[src/tlca_pkg.sv]
package tlca_pkg;

  localparam int NODE_W      = 10;
  localparam int TABLE_DEPTH = 1 << NODE_W;
  localparam int MAX_NODES   = 1024;
  localparam int STEP_W      = $clog2(MAX_NODES + 1);
  localparam int QUEUE_DEPTH = 4;
  localparam int QPTR_W      = $clog2(QUEUE_DEPTH);
  localparam int QCNT_W      = $clog2(QUEUE_DEPTH + 1);

  localparam logic [NODE_W-1:0] ROOT_NODE = NODE_W'(1);
  localparam logic [NODE_W-1:0] NO_NODE   = NODE_W'(0);

  localparam logic REQ_SET    = 1'b0;
  localparam logic REQ_QUERY  = 1'b1;
  localparam logic STATUS_OK  = 1'b0;
  localparam logic STATUS_ERR = 1'b1;

  typedef enum logic [1:0] {
    OP_SET,
    OP_QUERY,
    OP_FAIL
  } op_e;

  typedef enum logic [2:0] {
    ST_CLEAR,
    ST_IDLE,
    ST_CLIMB_A,
    ST_CLIMB_B,
    ST_LIFT,
    ST_DONE
  } state_e;

  typedef struct packed {
    op_e               op;
    logic [NODE_W-1:0] a;
    logic [NODE_W-1:0] b;
  } cmd_t;

  typedef struct packed {
    logic clearing;
  } back_stat_t;

endpackage

[src/tlca_ifs.sv]
interface tlca_req_if
  import tlca_pkg::*;
();
  logic              valid;
  logic              ready;
  logic              req_type;
  logic [NODE_W-1:0] node;
  logic [NODE_W-1:0] other_node;

  modport source (output valid, output req_type, output node, output other_node,
                  input ready);
  modport sink (input valid, input req_type, input node, input other_node,
                output ready);
endinterface


[src/tlca_front.sv]
module tlca_front
  import tlca_pkg::*;
(
  tlca_req_if.sink req_i,
  input  logic       full_i,
  input  back_stat_t stat_i,
  output logic       push_o,
  output cmd_t       cmd_o
);

  logic accept;

  assign req_i.ready = !full_i && !stat_i.clearing;
  assign accept      = req_i.valid && req_i.ready;

  // a set on node zero changes nothing, so it is dropped here
  always_comb begin
    cmd_o.a = req_i.node;
    cmd_o.b = req_i.other_node;
    if (req_i.req_type == REQ_SET) begin
      cmd_o.op = OP_SET;
      push_o   = accept && (req_i.node != NO_NODE);
    end else begin
      // a query naming node zero fails without a climb
      cmd_o.op = ((req_i.node == NO_NODE) || (req_i.other_node == NO_NODE)) ?
                 OP_FAIL : OP_QUERY;
      push_o   = accept;
    end
  end

endmodule

[src/flat_wrapper.sv]
// flat-port wrapper written by rule: the top's interface ports become plain ports
module tlca_front_flat import tlca_pkg::*;
  (full_i, stat_i, push_o, cmd_o, req_i_valid, req_i_req_type, req_i_node, req_i_other_node, req_i_ready);
  tlca_req_if req_i_i ();
  input  logic full_i;
  input  back_stat_t stat_i;
  output logic push_o;
  output cmd_t cmd_o;
  input wire logic [$bits(req_i_i.valid)-1:0] req_i_valid;
  input wire logic [$bits(req_i_i.req_type)-1:0] req_i_req_type;
  input wire logic [$bits(req_i_i.node)-1:0] req_i_node;
  input wire logic [$bits(req_i_i.other_node)-1:0] req_i_other_node;
  output wire logic [$bits(req_i_i.ready)-1:0] req_i_ready;
  assign req_i_i.valid = req_i_valid;
  assign req_i_i.req_type = req_i_req_type;
  assign req_i_i.node = req_i_node;
  assign req_i_i.other_node = req_i_other_node;
  assign req_i_ready = req_i_i.ready;
  tlca_front u_core (.req_i(req_i_i), .full_i(full_i), .stat_i(stat_i), .push_o(push_o), .cmd_o(cmd_o));
endmodule
[config.mk]
export PLATFORM = sky130hd
export DESIGN_NAME = tlca_front_flat
export DESIGN_NICKNAME = d
export VERILOG_FILES = /design/src/tlca_pkg.sv /design/src/tlca_ifs.sv /design/src/tlca_front.sv /design/src/flat_wrapper.sv
export SDC_FILE = /design/constraint.sdc
export NUM_CORES = 1
export LEC_CHECK = 0
export BUFFER_PORTS_ARGS = -buffer_cell sky130_fd_sc_hd__buf_4
export CAP_MARGIN = 25
export CORE_AREA = 2 2 39 41
export DETAILED_ROUTE_END_ITERATION = 10
export DIE_AREA = 0 0 41 43
export SETUP_SLACK_MARGIN = 0.1
export SLEW_MARGIN = 5
export SYNTH_ARGS = -nofsm -noshare
export SYNTH_HDL_FRONTEND = slang
export SYNTH_SLANG_ARGS = --single-unit
[constraint.sdc]
create_clock -name vclk -period 1.9
set_input_delay 0.57 -clock vclk [all_inputs]
set_output_delay 0.57 -clock vclk [all_outputs]
set_load 0.01 [all_outputs]
Word-level counts from Yosys, hierarchy flattened
Index checks and enable logic that the tools add are counted.

storage, ports and cells
  bits of input ports = 24
  output and inout bits = 24
  word-level logic and storage cells = 12
  register bits = 0

cells by class
  reduce and logical (&&, ||, !) cells = 9
  muxes and demuxes = 3

operators with widths
  cell                 count
  zero test 10 bit     2
  nonzero test 10 bit  1
  2-to-1 mux 2 bit     2
  logical AND 1 bit    3
  zero test 1 bit      2
  logical OR 1 bit     1
  2-to-1 mux 1 bit     1

Longest topological paths before layout
  depth in word-level cells = 5
  mapped depth = 3
  gate-level depth less buffers = 3

Worst setup path after synthesis
OpenSTA, ideal clock, no wires.

  kind = input port to output port
  from = input port req_i_other_node[5]
  to = output port cmd_o[21] (netlist name)
  cell stages on the path = 3
  data arrival time = 1.240 ns
  data required time = 1.330 ns
  path buffers = 0
  path slack = 0.090 ns
  path through = nor4_1 -> nand3_1 -> a21boi_0

RTL lines
  element             line                RTL
  start: declaration  flat_wrapper.sv:12  input wire logic [$bits(req_i_i.other_node)-1:0] req_i_other_node;
  end: declaration    flat_wrapper.sv:8   output cmd_t cmd_o;

Worst setup path in the final report
  from = input port req_i_node[2]
  to = output port push_o

between the ends
  cells in the longest elaborated chain, start to end = 3

ends and longest elaborated chain
  element              line                RTL
  start: declaration   flat_wrapper.sv:11  input wire logic [$bits(req_i_i.node)-1:0] req_i_node;
  nonzero test 10 bit  tlca_front.sv:22    push_o = accept && (req_i.node != NO_NODE);
  logical AND 1 bit    tlca_front.sv:22
  2-to-1 mux 1 bit     tlca_front.sv:20    if (req_i.req_type == REQ_SET) begin
  end: declaration     flat_wrapper.sv:7   output logic push_o;

No other way between the ends.

==> out/results.env <==
TIMING.FINAL.SETUP_VIOLATIONS=3
DRTPASS1ITERATIONS=2
SYNTHESIS.AREA_PER_INSTANCE_SQ_UM=7.31
INITIALDRTVIOLATIONCOUNT=1
SYNTH.LIB_CELLS_USED.DISTINCT=8
PLACE.DETAILED.HPWL_UM=633
FMAX_MHz=504
SETUP_WS_NS=-0.0830
DRC=0
START_UTIL_PCT=16.9
ROUTE.FINAL.WIRE_LENGTH_UM=783
POWER_PER_CELL_AREA_nW_PER_UM2=218
GRT_FIRST_PASS_WIRELENGTH_MM=1.03
WL_PER_CELL_UM=10.2
DESIGN.SEQ.COUNT=0
FLOORPLAN.DIE_AREA_SQ_UM=1760
CRIT_PATH_CELL_TRACE='buf_6, nor4_4, nand3_2, o211a_1, buf_6'
WORSTMARGINPINSLEW_NS=0.216
CTS_SETUP_BUFFERS=0
POST_DRT_VIA_CELL_RATIO=4.09
CP.REQUIRED_NS=1.33
STATUS='finished, violations left'
FIN_CRIT_NS=1.98
TIMING.SETUP.CRITICAL_PATH_CLASS='in2out'
MAX_SLEW_MARGIN_PCT=85.5
LAYOUT-DRIVE-GT1-SHARE_PCT=90.2
FINALCRITPERIODSHARE_PCT=104
RSZ_0062_RAISED_AFTER_GLOBAL_ROUTING='yes'
LAYOUT.AREA.SEQ_SQ_UM=0
CORE_AREA_SQ_UM=1380
POST_SYNTHESIS_INSTANCE_TOTAL=32
GP_CONGESTION=0.566
CRITICAL-PATH-TOP-CELL-BY-COUNT='sky130_fd_sc_hd__buf_6'
SYNTH_SEQUENTIAL_AREA_RATIO_PCT=0
FAILING_CHECKS='setup timing'
FINAL_SETUP_TNS_NS=-0.158
HOLD_PATH.STARTPOINT='req_i_node[4]'
CRITICAL_PATH.STARTPOINT='req_i_node[2]'
FINAL_LAYOUT_CLOCK_BUFFER_TOTAL=0
CP-END-KIND='output port'
NNETSFINAL=87
NUM_IO_PINS=48
STD_CELL_ROWS=14
DIE_HT_UM=43
HOLD_VIOL=0
VIA_COUNT_OF_THE_FIRST_GLOBAL_ROUTING_PASS=286
IO_BUFFER_COUNT=48
ROUTE.VIAS.TOTAL=315
POST_SYN_NETS=56
MAXCAPVIOLATIONS=0
START_KIND='input port'
TIMING.FINAL.MAX_SLEW_VIOLATIONS=0
ARRIVAL_NS=1.41
SYNTH_WARNINGS=0
TIMING.CRITICAL_PATH.SLOWEST_CELL_DELAY_NS=0.27
ANTENNA_CELLS_INSERTED=0
CP_SLOWEST_CELL='sky130_fd_sc_hd__nor4_4'
CELLLEAKAGEPOWER_nW=0.279
GRT.TOTAL_USAGE_PCT=7.79
GRT_ANTENNA_BEFORE_REPAIR=0
FLOW.AREA_GROWTH_FROM_SYNTHESIS_PCT=137
GLOBALROUTE.TOTALOVERFLOW=0
MIN_PATH_TYPE='in2out'
PRECTSSETUPSLACK_NS=-0.171
COMBINED_AREA_OF_ALL_SYNTHESIZED_CELLS_SQ_UM=234
DRT.ANTENNA.VIOLATING_NETS=0
GRT_START_MAX_NET_PINS=4
VDD_DROP_MAX_mV=0.0725
MAXIMUM_NET_FANOUT_ON_THE_CRITICAL_PATH=3
FP.DIEW_UM=41
[area by class of cell]
type                            count  area [sq um]
Fill cell                         144           830
Multi-Input combinational cell     12           140
Tap cell                           16          20.0
Timing Repair Buffer               49           394
[logic make-up after synthesis]
kind of cell	Yosys count	synth area share, %
AOI/OAI and AO/OA	2	7.49
buffers and inverters	20	64.2
and+or+nand+nor	10	28.3
[per-stage QoR]
step	util (%)	cell area [sq um]	power (mW)	hold WS [ns]	std cells
after global placement	34.1	472	0.104	1.33	77
after global routing	40.1	554	0.129	1.33	77
final	40.1	554	0.121	1.33	77
after detailed placement	34.1	472	0.104	1.33	77
after CTS	39.2	542	0.119	1.33	77
after floorplan	-	234	0.0510	1.19	32
[final timing paths]
path / slack (ns) / depth (start not counted) / to
max: -0.08 / 5 / push_o
min: 1.33 / 2 / cmd_o[14]
[cells in the mapped netlist]
| cell | count | area (sq um) |
|---|---|---|
| sky130_fd_sc_hd__nor4_1 | 2 | 12.5 |
| sky130_fd_sc_hd__nand3_1 | 2 | 10.0 |
| sky130_fd_sc_hd__buf_4 | 20 | 150 |
| sky130_fd_sc_hd__nor2_1 | 3 | 11.3 |
| sky130_fd_sc_hd__o211a_1 | 1 | 10.0 |
| sky130_fd_sc_hd__and3_2 | 1 | 7.51 |
| sky130_fd_sc_hd__a21boi_0 | 1 | 7.51 |
| sky130_fd_sc_hd__nor4_2 | 2 | 25.0 |
[report_power, final]
part / switching (mW) / internal [mW] / leakage (nW)
clock network: 0 / 0 / 0
logic: 0.0466 / 0.0745 / 0.279
registers: 0 / 0 / 0
total: 0.0466 / 0.0745 / 0.279
[cells in the final DEF, fill, tap and decap left out, drive strengths merged]
cell,netlist,final
and3,1,1
nor4,4,4
nand3,2,2
buf,20,49
o211a,1,1
a21boi,1,1
nor2,3,3
[timing repair]
action                     CTS  global route
setup endpoints to repair    3             3
hold buffers                 0             0
gates resized for setup     13             2
pin swaps                    7             3
[worst max-delay path, delay by kind of cell]
kind / cells / cell delay [ns]
buffers and inverters: 2 / 0.22
and+or+nand+nor: 2 / 0.40
AOI/OAI and AO/OA: 1 / 0.23
[metal layers]
metal  routed length (um)  global-route usage [%]
met5                    0                       0
met4                    0                       0
met3                  106                       0
met2                  417                    15.0
met1                  259                    9.49
(Power assumes the default switching activity.)
