## config.mk

```make
export PLATFORM = sky130hd
export DESIGN_NAME = tlca_fifo
export DESIGN_NICKNAME = d
export VERILOG_FILES = /design/src/tlca_pkg.sv /design/src/tlca_fifo.sv
export SDC_FILE = /design/constraint.sdc
export NUM_CORES = 1
export LEC_CHECK = 0
export BUFFER_PORTS_ARGS = -buffer_cell sky130_fd_sc_hd__buf_2
export CAP_MARGIN = 25
export CORE_ASPECT_RATIO = 0.7
export CORE_MARGIN = 8
export CORE_UTILIZATION = 60
export CTS_CLUSTER_SIZE = 40
export DETAILED_ROUTE_END_ITERATION = 12
export PLACE_DENSITY = 0.83
export SLEW_MARGIN = 20
export SYNTH_ARGS = -nofsm -noshare
export SYNTH_HDL_FRONTEND = slang
export SYNTH_SLANG_ARGS = --single-unit
```

## constraint.sdc

```tcl
create_clock -name clk_i -period 2.8 [get_ports clk_i]
set_input_delay 0.56 -clock clk_i [delete_from_list [all_inputs] [get_ports clk_i]]
set_output_delay 0.56 -clock clk_i [all_outputs]
set_load 0.005 [all_outputs]
```

## src/tlca_pkg.sv

```systemverilog
package tlca_pkg;

  localparam int NODE_W      = 10;
  localparam int TABLE_DEPTH = 1 << NODE_W;
  localparam int MAX_NODES   = 1024;
  localparam int STEP_W      = $clog2(MAX_NODES + 1);
  localparam int QUEUE_DEPTH = 4;
  localparam int QPTR_W      = $clog2(QUEUE_DEPTH);
  localparam int QCNT_W      = $clog2(QUEUE_DEPTH + 1);

  localparam logic [NODE_W-1:0] ROOT_NODE = NODE_W'(1);
  localparam logic [NODE_W-1:0] NO_NODE   = NODE_W'(0);

  localparam logic REQ_SET    = 1'b0;
  localparam logic REQ_QUERY  = 1'b1;
  localparam logic STATUS_OK  = 1'b0;
  localparam logic STATUS_ERR = 1'b1;

  typedef enum logic [1:0] {
    OP_SET,
    OP_QUERY,
    OP_FAIL
  } op_e;

  typedef enum logic [2:0] {
    ST_CLEAR,
    ST_IDLE,
    ST_CLIMB_A,
    ST_CLIMB_B,
    ST_LIFT,
    ST_DONE
  } state_e;

  typedef struct packed {
    op_e               op;
    logic [NODE_W-1:0] a;
    logic [NODE_W-1:0] b;
  } cmd_t;

  typedef struct packed {
    logic clearing;
  } back_stat_t;

endpackage

```

## src/tlca_fifo.sv

```systemverilog
module tlca_fifo
  import tlca_pkg::*;
(
  input  logic clk_i,
  input  logic rst_ni,
  input  logic push_i,
  input  cmd_t push_data_i,
  input  logic pop_i,
  output cmd_t pop_data_o,
  output logic full_o,
  output logic empty_o
);

  cmd_t              q_mem [QUEUE_DEPTH];
  logic [QPTR_W-1:0] wr_ptr_q, wr_ptr_d;
  logic [QPTR_W-1:0] rd_ptr_q, rd_ptr_d;
  logic [QCNT_W-1:0] cnt_q, cnt_d;
  logic              do_push, do_pop;

  assign full_o     = (cnt_q == QCNT_W'(QUEUE_DEPTH));
  assign empty_o    = (cnt_q == QCNT_W'(0));
  assign do_push    = push_i && !full_o;
  assign do_pop     = pop_i && !empty_o;
  assign pop_data_o = q_mem[rd_ptr_q];

  always_comb begin
    wr_ptr_d = wr_ptr_q;
    rd_ptr_d = rd_ptr_q;
    cnt_d    = cnt_q;
    if (do_push) begin
      wr_ptr_d = (wr_ptr_q == QPTR_W'(QUEUE_DEPTH - 1)) ? QPTR_W'(0) : wr_ptr_q + QPTR_W'(1);
    end
    if (do_pop) begin
      rd_ptr_d = (rd_ptr_q == QPTR_W'(QUEUE_DEPTH - 1)) ? QPTR_W'(0) : rd_ptr_q + QPTR_W'(1);
    end
    if (do_push && !do_pop) begin
      cnt_d = cnt_q + QCNT_W'(1);
    end else if (do_pop && !do_push) begin
      cnt_d = cnt_q - QCNT_W'(1);
    end
  end

  always_ff @(posedge clk_i or negedge rst_ni) begin
    if (!rst_ni) begin
      wr_ptr_q <= '0;
      rd_ptr_q <= '0;
      cnt_q    <= '0;
    end else begin
      wr_ptr_q <= wr_ptr_d;
      rd_ptr_q <= rd_ptr_d;
      cnt_q    <= cnt_d;
    end
  end

  always_ff @(posedge clk_i) begin
    if (do_push) begin
      q_mem[wr_ptr_q] <= push_data_i;
    end
  end

endmodule

```

==> Word-level counts from Yosys, hierarchy flattened <==
Memory sizes are Yosys's and may differ from the RTL's.
Index checks and enable logic that the tools add are counted.
{ "word_totals": {"ff_bits": 7, "mem_bits_rw": 88, "wordCells": 27, "n_memories": 1} }
{ "mem_list": {"columns": ["name", "depth", "word_bits", "read_ports", "rd_ports_with_merged_regs", "wr", "line", "source"], "rows": [
  ["q_mem", 4, 22, 1, 0, 1, "tlca_fifo.sv:14", "cmd_t q_mem [QUEUE_DEPTH];"]
]} }
{ "classes": {"addsub": 4, "eq_ne": 3, "mux": 6, "n_reduce_logical": 10} }
{ "op_table": {"columns": ["cell", "n"], "rows": [
  ["two-way mux 3 bit", 2],
  ["adder 2 x 1 -> 2 bit (second input constant)", 2],
  ["== test 2 bit (second input constant)", 2],
  ["logical AND 1 bit", 4],
  ["zero test 1 bit", 4],
  ["two-way mux 2 bit", 2],
  ["adder 3 x 1 -> 3 bit (second input constant)", 1],
  ["== test 3 bit (second input constant)", 1],
  ["zero test 3 bit", 1],
  ["subtractor 3 x 1 -> 3 bit (second input constant)", 1],
  ["two-way mux 1 bit", 2],
  ["nonzero test 2 bit", 1]
]} }

==> Logic depth before layout (Yosys ltp) <==
Gate-level depths: netlist of the first run.
{ "logic_depth": {"word_depth": 7, "ltp_mapped": 9, "depth_no_buf": 8} }

==> Least setup slack after synthesis of the first run <==
No wires, ideal clock.
{ "synth_path": {"path_type": "reg2reg", "startpoint": "register cnt_q[0]", "endpoint": "register cnt_q[1]", "setup_ns": 0.125, "arrival_ns": 1.805, "required_ns": 2.675, "slack_ns": 0.870, "path_stages_with_launch": 8, "synth_period_minus_slack_ns": 1.930, "cell_sequence": "dfrtp_1 -> nor3b_2 -> nor2b_1 -> buf_2 -> ha_1 -> inv_1 -> fa_1 -> mux2_2"} }
{ "synth_rtl": {"columns": ["item", "line", "source"], "rows": [
  ["start: declaration", "tlca_fifo.sv:17", "logic [QCNT_W-1:0] cnt_q, cnt_d;"],
  ["start signal: assignment", "tlca_fifo.sv:51", "cnt_q <= cnt_d;"],
  ["== test 3 bit", "tlca_fifo.sv:20", "assign full_o = (cnt_q == QCNT_W'(QUEUE_DEPTH));"],
  ["via full_o", "tlca_fifo.sv:10", "output logic full_o,"],
  ["zero test 1 bit", "tlca_fifo.sv:22", "assign do_push = push_i && !full_o;"],
  ["logical AND 1 bit", "tlca_fifo.sv:22", null],
  ["via do_push", "tlca_fifo.sv:18", "logic do_push, do_pop;"],
  ["logical AND 1 bit", "tlca_fifo.sv:36", "if (do_push && !do_pop) begin"],
  ["two-way mux 3 bit", "tlca_fifo.sv:36", null],
  ["via cnt_d[1]", "tlca_fifo.sv:17", null]
]} }
The timed path passes the listed nets, and every way through them passes these cells. The select of a mux whose other input is x is not followed.
A chain may end at the register's enable or synchronous reset.

==> summary.txt, run 1 <==
Outcome
  • Status: finished, final reports clean

Critical path
  • Critical path arrival: 2020 ps
  • Worst Path Required: roughly 2200 ps
  • Crit end category: output port
  • CP Class: reg -> out
  • Worst-path fanout max: 25
  • Worst r2r src: cnt_q[0]
  • Worst setup SP type: register
  • Worst Setup SP: rd_ptr_q[0]

Synthesis
  • Post-synthesis compound-gate area fraction: 0.00554
  • Post-Synth XOR/XNOR Area: 0.00727
  • Post-synthesis sequential area ratio: 0.780
  • Area leader, netlist: edfxtp_1
  • Post-Syn Area: approximately 3600 um2
  • Synthesized-area fraction occupied by adder cells: 0.0263
  • Post-synthesis cell count: 152
  • Synth cell types: 20
  • Yosys top cell area share: 0.731
  • Post-synth net total: 185
  • Main combinational cell family by area after synthesis: multiplexers
  • #FFs+latches synth: between 90 and 100
  • Syn. warnings: 0
  • Synthesized area per cell: 23.8 um2
  • Post-synthesis mux area share: 0.152
  • Synth Area in Simple Gates: 0.0170
  • Area contributors post-synth: edfxtp_1, mux4_2, dfrtp_1

Finish
  • Commonest non-fill, non-tap cell in the layout: edfxtp_1
  • Final core utilization: 0.718
  • Number of antenna diodes: 0
  • Nets: 245
  • Share of layout cells above drive strength 1: 0.454
  • Most frequent cells in the layout: edfxtp_1, buf_2, mux4_2
  • Syn-to-layout area delta: 14.9%
  • # fillers: approximately 330

Drt
  • DRC: 0
  • Drt pass-1 iters: 4
  • Post-Route WL: 6.36 mm
  • DR vias: between 1.5k and 2k
  • Iteration-0 DRC Markers: 98
  • ANT nets after route: 0
  • Via density: roughly 5.7
  • Routed len/inst: ~22 um

Global route
  • Global-route wire length before repair: 9.92 mm
  • Initial antenna violation count: 0
  • Vias in the first global route: roughly 1.8k
  • Largest net degree at the start of global routing: 26
  • GRT Util Overall: 0.156
  • Total grt overflow: 0

Worst hold path
  • Hold Path Class: in -> async

Timing
  • Minimum clock period: 2580 ps
  • Worst-margin pin slew: around 800 ps
  • FMAX: between 300 and 400 MHz
  • Hold WS: around 28 ps
  • Relative slew slack: 0.463
  • RSZ-0062 raised after global routing: no
  • Fin. Hold Viols: 0
  • Final setup TNS: 0 ps
  • Worst setup margin: ~220 ps
  • Final slew viol count: 0
  • Part of the cycle the worst path needs: 0.922
  • Final setup fails: 0
  • Clock skew: about 7.8 ps

Run
  • Maxcap violations: 0

Placement
  • Final GP Congestion: 0.662
  • PortBufs: slightly below 50
  • Post-place setup slack: approximately 540 ps
  • HPWL Detailed: about 4.1 mm

Clocking
  • CTS tree: yes
  • TritonCTS Buffers: 9
  • Hold Buf Count CTS: 0
  • Post-CTS Setup Inserts: 0
  • Clk_lat worst skew: 360 ps
  • CTS root buf: clkbuf_8
  • Clk slew on worst S/H paths: 80 ps
  • Clk sink count: 95
  • Max clock buf depth: 2
  • Cts repair resizes: 0
  • H-tree levels: 3

Pwr
  • Pwr dens: approximately 990 nW/um2
  • Max IR drop VDD: between 600 and 700 uV
  • Power, Total: 4.13 mW
  • P_leak: 1.47 nW

Floorplanning
  • Die Y: about 81 um
  • Starting Density: 0.625
  • Die footprint: between 8000 and 9000 um2
  • I/O pin cnt: 50
  • Placeable Area: between 5000 and 6000 um2
  • Die X: ~110 um
  • Row cnt: 23
## kinds of logic (layout without fill, tap and decap cells)
logic type,Yosys count,in the layout
AOI/OAI and AO/OA,2,2
xor gates and xnor gates,3,3
adders and majority gates,7,7
buffers and inverters,9,73
DFF,95,95
muxes,26,26
and+or+nand+nor,10,10
## layout make-up
cell class / instances / area [um2] / area share
multi-input combinational: 48 / 751 / 0.181
clock buffer: 10 / 128 / 0.0307
timing repair buffer: 55 / 290 / 0.0699
clock inverter: 5 / 60.1 / 0.0145
sequential: 95 / 2820 / 0.679
inverter: 3 / 11.3 / 0.00271
tap: 75 / 93.8 / 0.0226
## worst max-delay path: stages (launching register included)
cell and delay (ps):
dfrtp_2 900, mux4_2 620, buf_2 150
## synthesized netlist by cell type, drive strengths merged
cell and n:
a21o 1, and2 4, buf 6, dfrtp 7, edfxtp 88, fa 1, ha 6, inv 3
mux2 4, mux4 22, nor2 2, nor2b 1, nor3 2, nor3b 1, o31ai 1, xnor2 1
xor2 2
## worst paths after layout
| path | to | slack (ps) | depth (start not counted) |
|---|---|---|---|
| setup / recovery | pop_data_o[13] | 220 | 2 |
| hold / removal | cnt_q[1] | 30 | 1 |
| setup reg to reg | cnt_q[2] | 650 | 7 |
| hold reg to reg | cnt_q[2] | 540 | 1 |
| max in group asynchronous | rd_ptr_q[0] | 2600 | 1 |
| min in group clk_i | q_mem[1][4] | 410 | 1 |
## registers in the layout, indices dropped and copies added (netlist names)
register  cells
cnt_q         3
wr_ptr_q      2
rd_ptr_q      2
q_mem        88
## through the flow
stage,instance area [um2],cells
3_3_place_gp,3970,276
6_report,4150,291
5_1_grt,4150,291
2_1_floorplan,3610,152
3_5_place_dp,3970,276
4_1_cts,4150,291
## layer usage
| layer | up-vias | routed length [um] | global-route usage | share of wire |
|---|---|---|---|---|
| met1 | 840 | 2570 | 0.182 | 0.40 |
| li1 | 739 | - | - | - |
| met4 | 0 | 72 | 0.0490 | 0.011 |
| met3 | 10 | 492 | 0.0751 | 0.077 |
| met5 | - | 0 | 0 | 0 |
| met2 | 59 | 3220 | 0.252 | 0.51 |
## where the power goes
group | internal (mW) | leakage (nW) | switching (mW) | total (mW)
registers | 1.89 | 0.887 | 0.255 | 2.14
clock network | 0.407 | 0.0806 | 0.441 | 0.848
logic | 0.645 | 0.499 | 0.494 | 1.14
total | 2.94 | 1.47 | 1.19 | 4.13
(Power assumes the default switching activity.)
==> run 2: changes to the inputs <==
--- a/config.mk
+++ b/config.mk
@@ -5,6 +5,7 @@
 export SDC_FILE = /design/constraint.sdc
 export NUM_CORES = 1
 export LEC_CHECK = 0
+export ABC_AREA = 1
 export BUFFER_PORTS_ARGS = -buffer_cell sky130_fd_sc_hd__buf_2
 export CAP_MARGIN = 25
 export CORE_ASPECT_RATIO = 0.7
@@ -12,7 +13,7 @@
 export CORE_UTILIZATION = 60
 export CTS_CLUSTER_SIZE = 40
 export DETAILED_ROUTE_END_ITERATION = 12
-export PLACE_DENSITY = 0.83
+export PLACE_DENSITY = 0.82
 export SLEW_MARGIN = 20
 export SYNTH_ARGS = -nofsm -noshare
 export SYNTH_HDL_FRONTEND = slang
==> run 2 against run 1 <==
Net effect:
- cell area is 11% higher
- global-route usage hardly changed
- sequential power is 2% lower
- highest routed layer unchanged
- flip-flop and latch count stayed put
- via count is 44% higher
- critical path depth is 3 higher
- critical path type unchanged
- clock power is 10% higher
- clock-buffer cell count stayed put
- power is 11% higher
- combinational power is 36% higher
- final cell count is 61% higher
==> summary.txt, run 2 <==
Timing
  • Final slew viol count: 0 (unchanged)
  • Fin. Hold Viols: 0 (unchanged)
  • Minimum clock period: 2400 ps (-183 ps)
  • FMAX: 417 MHz (+7.6%)
  • RSZ-0062 raised after global routing: no
  • Clock skew: 8.13 ps (+0.304 ps)
  • Part of the cycle the worst path needs: 0.857 (-0.0653)
  • Final setup fails: 0 (unchanged)
  • Final setup TNS: 0 ps (unchanged)
  • Relative slew slack: 0.594 (+0.131)
  • Worst-margin pin slew: 609 ps (-197 ps)

Pwr
  • Register share of total power: 0.457 (-0.062)
  • Sw Ratio: 0.345 (+0.0569)
  • Switching pwr: 1.58 mW (+33%)
  • Combinational fraction of design power: 0.339 (+0.063)
  • Max IR drop VDD: 584 uV (-14%)
  • Pwr dens: 996 nW/um2 (+0.23%)
  • P_leak: 1.93 nW (+32%)
  • Clock power frac: 0.205 (about the same)
  • Int Pwr: 3.00 mW (+2.1%)

Floorplanning
  • Die footprint: 9750 um2 (+11%)
  • Die Y: 85.1 um (+5.1%)
  • Placeable Area: 6660 um2 (+15%)
  • Row cnt: 25 (+8.7%)
  • Starting Density: 0.614 (-0.0110)
  • Die X: 115 um (+5.4%)
  • I/O pin cnt: 50 (unchanged)

Clocking
  • Clk slew on worst S/H paths: 90 ps (about the same)
  • Cts repair resizes: 0 (unchanged)
  • Hold Buf Count CTS: 0 (unchanged)
  • CTS tree: yes
  • TritonCTS Buffers: 9 (unchanged)
  • H-tree levels: 3 (unchanged)
  • CTS root buf: clkbuf_8
  • Clk sink count: 95 (unchanged)
  • Clk_lat worst skew: 350 ps (about the same)
  • Max clock buf depth: 2 (unchanged)
  • Post-CTS Setup Inserts: 0 (unchanged)

Finish
  • Top reg by flops: q_mem
  • Commonest non-fill, non-tap cell in the layout: edfxtp_1
  • Most frequent cells in the layout: edfxtp_1, nand2_1, inv_1
  • Nets: 402 (+64%)
  • # fillers: 483 (+45%)
  • Number of antenna diodes: 0 (unchanged)
  • Max reg flops: 88 (unchanged)
  • Syn-to-layout area delta: 12.4%
  • Share of layout cells above drive strength 1: 0.254 (-0.200)
  • Largest registers: q_mem: 88 flops, cnt_q: 3 flops
  • Final core utilization: 0.690 (-0.0280)

Synthesis
  • Post-synthesis cell count: 317 (+110%)
  • EDFF count, synth: 88 (unchanged)
  • Synth cell count leaders: edfxtp_1, nand2_1, inv_1
  • Most frequent cell after synthesis: edfxtp_1
  • Area leader, netlist: edfxtp_1
  • Post-synthesis sequential area ratio: 0.689 (-0.0907)
  • Synthesized area per cell: 12.9 um2 (-46%)
  • Post-Syn Area: 4090 um2 (+13%)
  • Synth cell types: 16 (-20%)
  • Post-synth ARST share: 0.0737 (unchanged)
  • Post-synth net total: 350 (+89%)
  • #FFs+latches synth: 95 (unchanged)
  • Area contributors post-synth: edfxtp_1, nand2_1, o211ai_2
  • Top FF cell, synth: edfxtp_1
  • Yosys top cell area share: 0.646 (-0.0850)
  • Syn. warnings: 0 (unchanged)

Drt
  • Post-Route WL: 7.20 mm (+13%)
  • ANT nets after route: 0 (unchanged)
  • Iteration-0 DRC Markers: 190 (+94%)
  • Via density: 5.06 (-11%)
  • Routed len/inst: 15.4 um (-30%)
  • Drt pass-1 iters: 4 (unchanged)
  • DRC: 0 (unchanged)
  • DR vias: 2,368 (+44%)

Critical path
  • Worst setup SP type: register
  • Worst Path Required: 2240 ps (about the same)
  • CP Class: reg -> out
  • Crit end category: output port
  • Critical path arrival: 1840 ps (-180 ps)
  • Worst-path fanout max: 46 (+84%)
  • Worst R2R Setup Slack: 800 ps (+150 ps)

Global route
  • Initial antenna violation count: 0 (unchanged)
  • GRT Util Overall: 0.155 (-0.000277)
  • Global-route wire length before repair: 11.6 mm (+17%)
  • Vias in the first global route: 2,364 (+29%)
  • Largest net degree at the start of global routing: 47 (+81%)
  • Total grt overflow: 0 (unchanged)

Placement
  • Final GP Congestion: 0.770 (+16%)
  • PortBufs: 49 (unchanged)
  • HPWL Detailed: 4.64 mm (+12%)

Run
  • Maxcap violations: 0 (unchanged)

Worst hold path
  • Hold Path Class: in -> async

Outcome
  • Status: finished, final reports clean
-- run 2: path summary, 6_finish.rpt --
check,from,endpoint,cells past startpoint
worst min-delay path,rst_ni,wr_ptr_q[0],1
worst max-delay path,rd_ptr_q[0],pop_data_o[11],5
worst max register to register,cnt_q[0],cnt_q[1],9
min in group clk_i,push_data_i[18],q_mem[2][18],1
max in group asynchronous,rst_ni,rd_ptr_q[0],1
worst min register to register,cnt_q[2],cnt_q[2],2
-- run 2: layout make-up --
type                    count  area [um2]  area share
clock buffers              10         128      0.0278
clock inverters             6        85.1      0.0185
inverters                  60         225      0.0490
multi-input cells         148         917       0.200
flip-flops and latches     95        2820       0.614
well taps                  94         118      0.0256
repair buffers             55         303      0.0659
-- run 2: cell families (layout without fill, tap and decap cells) --
family / Yosys count / after routing / synth area share
flip-flops: 95 / 95 / 0.689
AND/OR/NAND/NOR: 95 / 95 / 0.0900
buffers and inverters: 74 / 131 / 0.0890
AO/OA/AOI/OAI: 45 / 45 / 0.106
adder cells (fa/ha/maj): 7 / 7 / 0.0233
XOR/XNOR: 1 / 1 / 0.00214
-- run 2: metrics by stage --
| step | hold WS (ps) | setup WS [ps] | std cells | instance area (um2) | total power [mW] |
|---|---|---|---|---|---|
| final | 33.8 | 401 | 468 | 4600 | 4.58 |
| after global routing | 27.0 | 255 | 468 | 4600 | 4.89 |
| after CTS | 13.7 | 401 | 468 | 4600 | 4.63 |
| after detailed placement | 407 | 773 | 452 | 4380 | 3.70 |
| after global placement | 404 | 828 | 452 | 4380 | 3.61 |
| after floorplan | 264 | 731 | 317 | 4090 | 3.22 |
-- run 2: critical path, stage by stage, from the launching register on --
cell      delay (ps)
dfrtp_4          780
buf_12           290
nand2_1           80
o211ai_1         100
nand2_1           70
buf_2            130
-- run 2: routing by layer --
metal	track usage	part of all wire	up-vias
met5	0	0	-
met4	0.0566	0.011	0
met3	0.0446	0.066	9
met2	0.249	0.48	68
met1	0.196	0.44	1115
li1	-	-	1176
-- run 2: power groups by stage --
stage	Clock, mW	Combinational (mW)	Sequential (mW)
detailed placement	0	1.58	2.12
floorplan	0	1.22	2.00
CTS	0.961	1.58	2.09
finish	0.937	1.55	2.09
global route	0.998	1.77	2.13
global placement	0	1.51	2.10
